$ cat config.mk
export PLATFORM = sky130hd
export DESIGN_NAME = kst_cell
export DESIGN_NICKNAME = d
export VERILOG_FILES = /design/src/rtl/kst_pkg.sv /design/src/rtl/kst_cell.sv
export SDC_FILE = /design/constraint.sdc
export NUM_CORES = 1
export LEC_CHECK = 0
export ABC_CLOCK_PERIOD_IN_PS = 4150
export BUFFER_PORTS_ARGS = -buffer_cell sky130_fd_sc_hd__clkbuf_2
export CORE_ASPECT_RATIO = 1.75
export CORE_MARGIN = 3
export CORE_UTILIZATION = 52
export DETAILED_ROUTE_END_ITERATION = 7
export GPL_TIMING_DRIVEN = 0
export PLACE_DENSITY_LB_ADDON = 0.25
export SETUP_SLACK_MARGIN = 0.5
export SLEW_MARGIN = 10
export SYNTH_ARGS = -nofsm -noshare
export SYNTH_HDL_FRONTEND = slang
export SYNTH_SLANG_ARGS = --single-unit
$ cat constraint.sdc
create_clock -name clk -period 4.15 [get_ports clk]
set_input_delay 0.83 -clock clk [delete_from_list [all_inputs] [get_ports clk]]
set_output_delay 0.83 -clock clk [all_outputs]
set_load 0.02 [all_outputs]
$ cat src/rtl/kst_pkg.sv
// ----------------------------------------------------------------------------
// kst_pkg
// Shared types and codes for the keyed slot table.
// ----------------------------------------------------------------------------
package kst_pkg;

	localparam int TABLE_SLOTS_DEF = 64;

	localparam int CMD_W  = 3;
	localparam int KEY_W  = 27;
	localparam int SLOT_W = 6;
	localparam int STAT_W = 2;

	localparam logic [CMD_W-1:0] CMD_INSERT   = 3'd0;
	localparam logic [CMD_W-1:0] CMD_DELETE   = 3'd1;
	localparam logic [CMD_W-1:0] CMD_LOOKUP   = 3'd2;
	localparam logic [CMD_W-1:0] CMD_CHG_KEY  = 3'd3;
	localparam logic [CMD_W-1:0] CMD_CHG_DATE = 3'd4;
	localparam logic [CMD_W-1:0] CMD_CLEAR    = 3'd5;

	localparam logic [STAT_W-1:0] STAT_OK       = 2'd0;
	localparam logic [STAT_W-1:0] STAT_NOTFOUND = 2'd1;
	localparam logic [STAT_W-1:0] STAT_FULL     = 2'd2;

	typedef struct packed {
		logic [13:0] year;
		logic [3:0]  month;
		logic [4:0]  day;
	} date_t;

	typedef struct packed {
		logic [CMD_W-1:0] command;
		logic [KEY_W-1:0] key;
		logic [KEY_W-1:0] new_key;
		logic [4:0]       birth_day;
		logic [3:0]       birth_month;
		logic [13:0]      birth_year;
	} cmd_item_t;

	typedef struct packed {
		logic [STAT_W-1:0] status;
		logic [SLOT_W-1:0] slot;
		logic [4:0]        found_day;
		logic [3:0]        found_month;
		logic [13:0]       found_year;
	} result_item_t;

	// travels down the cell chain, one cell per cycle
	typedef struct packed {
		logic              valid;
		logic              hit;
		logic [CMD_W-1:0]  command;
		logic [KEY_W-1:0]  key;
		logic [KEY_W-1:0]  new_key;
		date_t             date;
		logic [SLOT_W-1:0] slot;
		date_t             hit_date;
	} probe_t;

endpackage

$ cat src/rtl/kst_cell.sv
// ----------------------------------------------------------------------------
// kst_cell
// One table slot: empty flag, key and date, plus the probe register that
// hands the command on to the next slot.
// ----------------------------------------------------------------------------
module kst_cell #(
	parameter int CELL_INDEX = 0
) (
	input  logic            clk,
	input  logic            arst_n,
	input  kst_pkg::probe_t probe_in,
	output kst_pkg::probe_t probe_out
);

	logic                      empty_q;
	logic [kst_pkg::KEY_W-1:0] key_q;
	kst_pkg::date_t            date_q;
	kst_pkg::probe_t           probe_q;
	kst_pkg::probe_t           probe_nxt;

	logic live;
	logic is_search;
	logic hit_ins;
	logic hit_srch;

	assign live      = probe_in.valid && !probe_in.hit;
	assign is_search = (probe_in.command == kst_pkg::CMD_DELETE)
		|| (probe_in.command == kst_pkg::CMD_LOOKUP)
		|| (probe_in.command == kst_pkg::CMD_CHG_KEY)
		|| (probe_in.command == kst_pkg::CMD_CHG_DATE);
	assign hit_ins   = live && (probe_in.command == kst_pkg::CMD_INSERT) && empty_q;
	assign hit_srch  = live && is_search && !empty_q && (key_q == probe_in.key);

	always_comb begin
		probe_nxt = probe_in;
		if (hit_ins || hit_srch) begin
			probe_nxt.hit  = 1'b1;
			probe_nxt.slot = kst_pkg::SLOT_W'(CELL_INDEX);
			if (hit_ins || (probe_in.command == kst_pkg::CMD_CHG_DATE)) begin
				probe_nxt.hit_date = probe_in.date;
			end else begin
				probe_nxt.hit_date = date_q;
			end
		end
	end

	always_ff @(posedge clk or negedge arst_n) begin
		if (!arst_n) begin
			empty_q <= 1'b1;
		end else if (probe_in.valid && (probe_in.command == kst_pkg::CMD_CLEAR)) begin
			empty_q <= 1'b1;
		end else if (hit_ins) begin
			empty_q <= 1'b0;
		end else if (hit_srch && (probe_in.command == kst_pkg::CMD_DELETE)) begin
			empty_q <= 1'b1;
		end
	end

	always_ff @(posedge clk) begin
		if (hit_ins) begin
			key_q  <= probe_in.key;
			date_q <= probe_in.date;
		end else if (hit_srch && (probe_in.command == kst_pkg::CMD_CHG_KEY)) begin
			key_q <= probe_in.new_key;
		end else if (hit_srch && (probe_in.command == kst_pkg::CMD_CHG_DATE)) begin
			date_q <= probe_in.date;
		end
	end

	always_ff @(posedge clk or negedge arst_n) begin
		if (!arst_n) begin
			probe_q <= '0;
		end else begin
			probe_q <= probe_nxt;
		end
	end

	assign probe_out = probe_q;

endmodule

# Word-level counts from Yosys, hierarchy flattened
# Cells that the tools add are included.
[totals]
out_inout_bits = 111
word_cells = 57
mem_bits_ro = 0
regBits = 162
latch_bits = 0
ram_bits = 0
input_bits = 113
mem_count = 0
[op_classes]
n_reduce_logical = 22
eq_ne = 7
n_mul = 0
n_lt_le_gt_ge = 0
shift = 0
bitwise = 0
mux = 11
addsub = 0
div = 0
[op_table]
columns = ["cell", "count"]
rows = [
  ["$mux 23", 4],
  ["$mux 27", 2],
  ["$mux 29", 1],
  ["$eq 27x27->1", 1],
  ["$logic_and 1x1->1", 10],
  ["$eq 3x2->1 const B", 2],
  ["$eq 3x3->1 const B", 2],
  ["$logic_or 1x1->1", 5],
  ["$mux 1", 4],
  ["$reduce_bool 2->1", 2],
  ["$eq 3x1->1 const B", 1],
  ["$logic_not 3->1", 1],
  ["$reduce_bool 3->1", 1],
  ["$logic_not 1->1", 2],
  ["$ne 2x2->1 const B", 1],
  ["$reduce_and 2->1", 1],
]

# Longest topological paths before layout
[depth]
ltp_word = 11
ltp_mapped = 7
mapped_depth_nobuf = 6

# Worst setup path after synthesis
# No wires, ideal clock.
[synth_path]
path_type = "input to register"
start = "input probe_in[99] in the netlist's numbering"
end = "register date_q[0] in the netlist's numbering (enable)"
arrival_ps = 2879
path_buffers = 1
required_ps = 3747
setup_slack_ps = 868
stages = 7
setup_time_ps = 403
cell_sequence = "xor2_1 > nor4b_2 > nand4_1 > nor4_4 > nor2_2 > clkbuf_8 > nor2_1"
[synth_between]
elab_chain_cells = 5
elab_cells_between_ends = 7
classes_between = "2 x eq/ne; 5 x reduce/logical"
[synth_lines]
columns = ["element", "line", "text"]
rows = [
  ["start, declared", "kst_cell.sv:11", "input kst_pkg::probe_t probe_in,"],
  ["$eq 27x27->1 (*)", "kst_cell.sv:32", "assign hit_srch = live && is_search && !empty_q && (key_q == probe_in.key);"],
  ["$logic_and 1x1->1 (*)", "kst_cell.sv:32", ""],
  ["$logic_and 1x1->1, on equally long branches", "kst_cell.sv:63, kst_cell.sv:65", ""],
  ["$ne 2x2->1 (no line) or $reduce_bool 2->1 (tied branches)", "--", ""],
  ["$reduce_and 2->1 (no line) (*)", "--", ""],
  ["end signal, assigned", "kst_cell.sv:62", "date_q <= probe_in.date;"],
  ["end signal, assigned", "kst_cell.sv:66", "date_q <= probe_in.date;"],
  ["end, declared", "kst_cell.sv:17", "kst_pkg::date_t date_q;"],
]
# Every way passes the cells marked *; elsewhere a longest branch is shown, timed or not.
# A chain may end at the register's enable or synchronous reset.

# Final worst setup path
[layout_path]
start = "input probe_in[105] in the netlist's numbering"
end = "register key_q[10] in the netlist's numbering (enable)"
[layout_between]
elab_chain_cells = 4
[layout_lines]
columns = ["element", "line", "text"]
rows = [
  ["$eq 27x27->1", "kst_cell.sv:32", ""],
  ["$logic_and 1x1->1", "kst_cell.sv:32", ""],
  ["$logic_and 1x1->1", "kst_cell.sv:63", "end else if (hit_srch && (probe_in.command == kst_pkg::CMD_CHG_KEY)) begin"],
  ["$reduce_bool 2->1 (no line)", "--", ""],
  ["end signal, assigned", "kst_cell.sv:61", "key_q <= probe_in.key;"],
  ["end signal, assigned", "kst_cell.sv:64", "key_q <= probe_in.new_key;"],
  ["end, declared", "kst_cell.sv:16", "logic [kst_pkg::KEY_W-1:0] key_q;"],
]
# Every way passes these cells.

==> summary.md <==
* finished clean — result of the run
* 11900 µm — sum of routed wire length over all layers
* 20.5% — all-layer global routing usage
* 32.9% — synthesis-to-finish area growth
* 91 — Iter 0 DRT Violations
* 50 — row count
* 48.4% — area fraction of the dominant cell type after synthesis
* 17 — number of buffers created by CTS
* sky130_fd_sc_hd__nand2_1 — Worst path slowest cell
* 145 µm — die boundary height
* 50 — Post-synth EDFFs
* 5.00 — Vias/cell
* 3.22 ns — time the final worst path needs with I/O delays and setup
* 0.41 ns — later-pin clock latency in the skew report
* 1 — count of buffer and inverter cells on the critical path
* false — setup repair after global routing missed its margin
* 69.1% — asr flop ratio synth
* 19500 µm — first-pass GRT wire length
* 0 — Hold Violations, Final
* input pin to async pin — Hold/Removal Path Class
* 23.0% — worst slew slack as a fraction of its limit
* 85.4 µm — width of the chip
* 27 — worst-path fanout max
* 0.316 ns — final hold slack
* 0 — max-slew violation total from the final report
* 0 — final setup vio count
* 301 — cells after synthesis
* 2 — clock tree buffer depth
* probe_in[105] — worst setup path start
* 0 — number of maximum-capacitance violations
* 0 — Post-DRT Antenna Nets
* 224 — top-level port count
* 81 — pin count of the biggest net entering global routing
* sky130_fd_sc_hd__dfrtp_1 — post-synth top area cell
* 688 — Final Non-Filler Cells
* 414 — synthesized net count
* 7 — detailed-routing iteration count for the pre-antenna-repair pass
* 0 — quantity of hold-fixing buffers added after cts
* sky130_fd_sc_hd__dfrtp_1 — Main synth FF type
* 1.15 ns — measured slew at the worst slew-check pin
* 0.0124 mm² — die area
* 75.0% — sequential share of the synthesized area
* 3.24 ns — arrival time of the worst setup path
* 3838 — number of global-route vias before repair
* 27 — count of distinct cell types in the synthesized netlist
* 19.1 µm² — Avg Inst Size Synth
* 70.9% — core occupancy in the finished layout
* 311 MHz — Peak Freq
* 3.61 nW — Leakage Power
* 455 mW/mm² — power density over the cells
* 0.06 ns — CTS clk-pin slew, worst paths
* sky130_fd_sc_hd__clkbuf_16 — Clock Root Buffer
* 162 — clock sinks
* simple AND/OR/NAND/NOR gates — CP top delay family
* 4.17 ns — required time of the critical path
* 223 — number of port buffers
* 8860 µm — dpl hpwl
* input pin — Worst Setup Start Kind
* 0.00853 ns — clock skew after layout
* key_q[26]$_DFFE_PP_ — origin of the critical flop-to-flop path
* 658 — number of nets at the end of the flow
* 0.782 — final weighted congestion in routability-driven placement
* clkbuf_2, xor2_1, nor4_1, nand4_1, nor4_4, nand4b_1, nand2_1 — cell breakdown of the critical path
* 0 — post-CTS sizing
* done — clock tree from TritonCTS
* 77.5% — post-route clock period utilization
* 17.3 µm — mean routed wirelength per cell
* 6 — worst reg-to-reg path cell count
* flop — endpoint type of the worst setup path
* 53.3% — Initial Utilization
* 4 — H-Tree Depth
* 162 — synthesis-stage register bit count
* 0.00574 mm² — cell area after technology mapping
* 62.2% — share of layout cells above drive strength 1
* 0 — total DRC errors in the routed layout
* 0.0108 mm² — Std-Cell Core Area
* input pin to flop — kind of critical path
* 1.10 ns — reg-to-reg setup timing slack
* 0 — final antenna diode count
* 0.85 ns — Critical Path Max Stage Delay
* 3439 — vias
* 656 — cell total after placement
* sky130_fd_sc_hd__dfrtp_1 48%, sky130_fd_sc_hd__edfxtp_1 26%, sky130_fd_sc_hd__mux2_2 9.8% — biggest area contributors in the synthesized netlist
* 0 — yosys synthesis warning count
* 0.339 mV — worst IR drop on VDD
* 0 — number of antenna violations at the first check in global routing
* 0 — number of buffers inserted to repair setup after CTS
* key_q[10]$_DFFE_PP_ — RR Endpoint
* 0 — Remaining Overflow, GRT
through the flow:
| step | setup TNS, ns | cell area (µm²) | setup WS [ns] | total power [mW] |
|---|---|---|---|---|
| after CTS | 0 | 7630 | 0.944 | 3.51 |
| after global routing | 0 | 7630 | 0.841 | 3.60 |
| final | 0 | 7630 | 0.934 | 3.47 |
| after floorplan | 0 | 5740 | 0.868 | 1.91 |
| after detailed placement | 0 | 7080 | 0.514 | 2.08 |
| after global placement | -5.36 | 7020 | -0.235 | 2.07 |
report_power, final:
part	internal, mW	switching [mW]	leakage (nW)
clock network	0.820	0.602	0.263
logic	0.133	0.185	1.60
registers	1.71	0.0181	1.75
cells in the mapped netlist, types with 2 or more instances:
cell type,instances
sky130_fd_sc_hd__dfrtp_1,111
sky130_fd_sc_hd__edfxtp_1,50
sky130_fd_sc_hd__mux2_2,50
sky130_fd_sc_hd__mux2_4,23
sky130_fd_sc_hd__xor2_1,17
sky130_fd_sc_hd__xnor2_1,11
sky130_fd_sc_hd__and2_2,5
sky130_fd_sc_hd__buf_2,5
sky130_fd_sc_hd__nand4_1,4
sky130_fd_sc_hd__nor4_1,4
sky130_fd_sc_hd__nand2_1,3
sky130_fd_sc_hd__buf_6,2
sky130_fd_sc_hd__nor2_1,2
final cells by class:
class / count / area [µm²]
plain buffers: 8 / 61.3
inverters: 1 / 3.75
multi-input cells: 130 / 1370
repair buffers: 225 / 1180
clock inverters: 14 / 115
flip-flops and latches: 162 / 4310
fillers: 751 / 3130
well taps: 130 / 163
clock buffers: 18 / 429
worst max path at each step:
stage,endpoint,slack (ns),cells after the start
3_5_place_dp,key_q[0]$_DFFE_PP_,0.51,7
3_3_place_gp,date_q[5]$_DFFE_PP_,-0.23,8
5_1_grt,key_q[24]$_DFFE_PP_,0.84,7
2_1_floorplan,date_q[0]$_DFFE_PP_,0.87,7
6_report,key_q[10]$_DFFE_PP_,0.93,7
4_1_cts,key_q[2]$_DFFE_PP_,0.94,7
state kept, by name, indices dropped and copies added (netlist names):
name	cells
probe_out	111
key_q	27
date_q	23
empty_q	1
layout by cell type (no fill, tap or decap), types with 4 or more instances in the layout:
cell type and count:
sky130_fd_sc_hd__mux2_4 23, sky130_fd_sc_hd__nor4_1 4, sky130_fd_sc_hd__clkinv_4 4, sky130_fd_sc_hd__clkbuf_2 222, sky130_fd_sc_hd__buf_2 5, sky130_fd_sc_hd__mux2_2 50
sky130_fd_sc_hd__xor2_1 17, sky130_fd_sc_hd__and2_2 5, sky130_fd_sc_hd__dfrtp_1 111, sky130_fd_sc_hd__xnor2_1 11, sky130_fd_sc_hd__clkbuf_16 17, sky130_fd_sc_hd__edfxtp_1 50
sky130_fd_sc_hd__nand4_1 4
layer usage:
layer,up-vias,routed length [µm],GRT usage [%]
met3,16,865,6.36
li1,1562,-,-
met4,0,243,7.13
met2,161,6460,35.9
met1,1700,4350,23.2
met5,-,0,0
kinds of logic (layout without fill, tap and decap cells):
family                    Yosys count  in the layout  share of synthesized area [%]
DFF                               162            162                           75.0
buffers and inverters               9            266                           1.13
AOI/OAI and AO/OA                   2              2                          0.240
muxes                              74             74                           16.0
xor gates and xnor gates           28             28                           4.27
and+or+nand+nor                    26             26                           3.31
No activity file was read; power rests on OpenSTA's default activity.
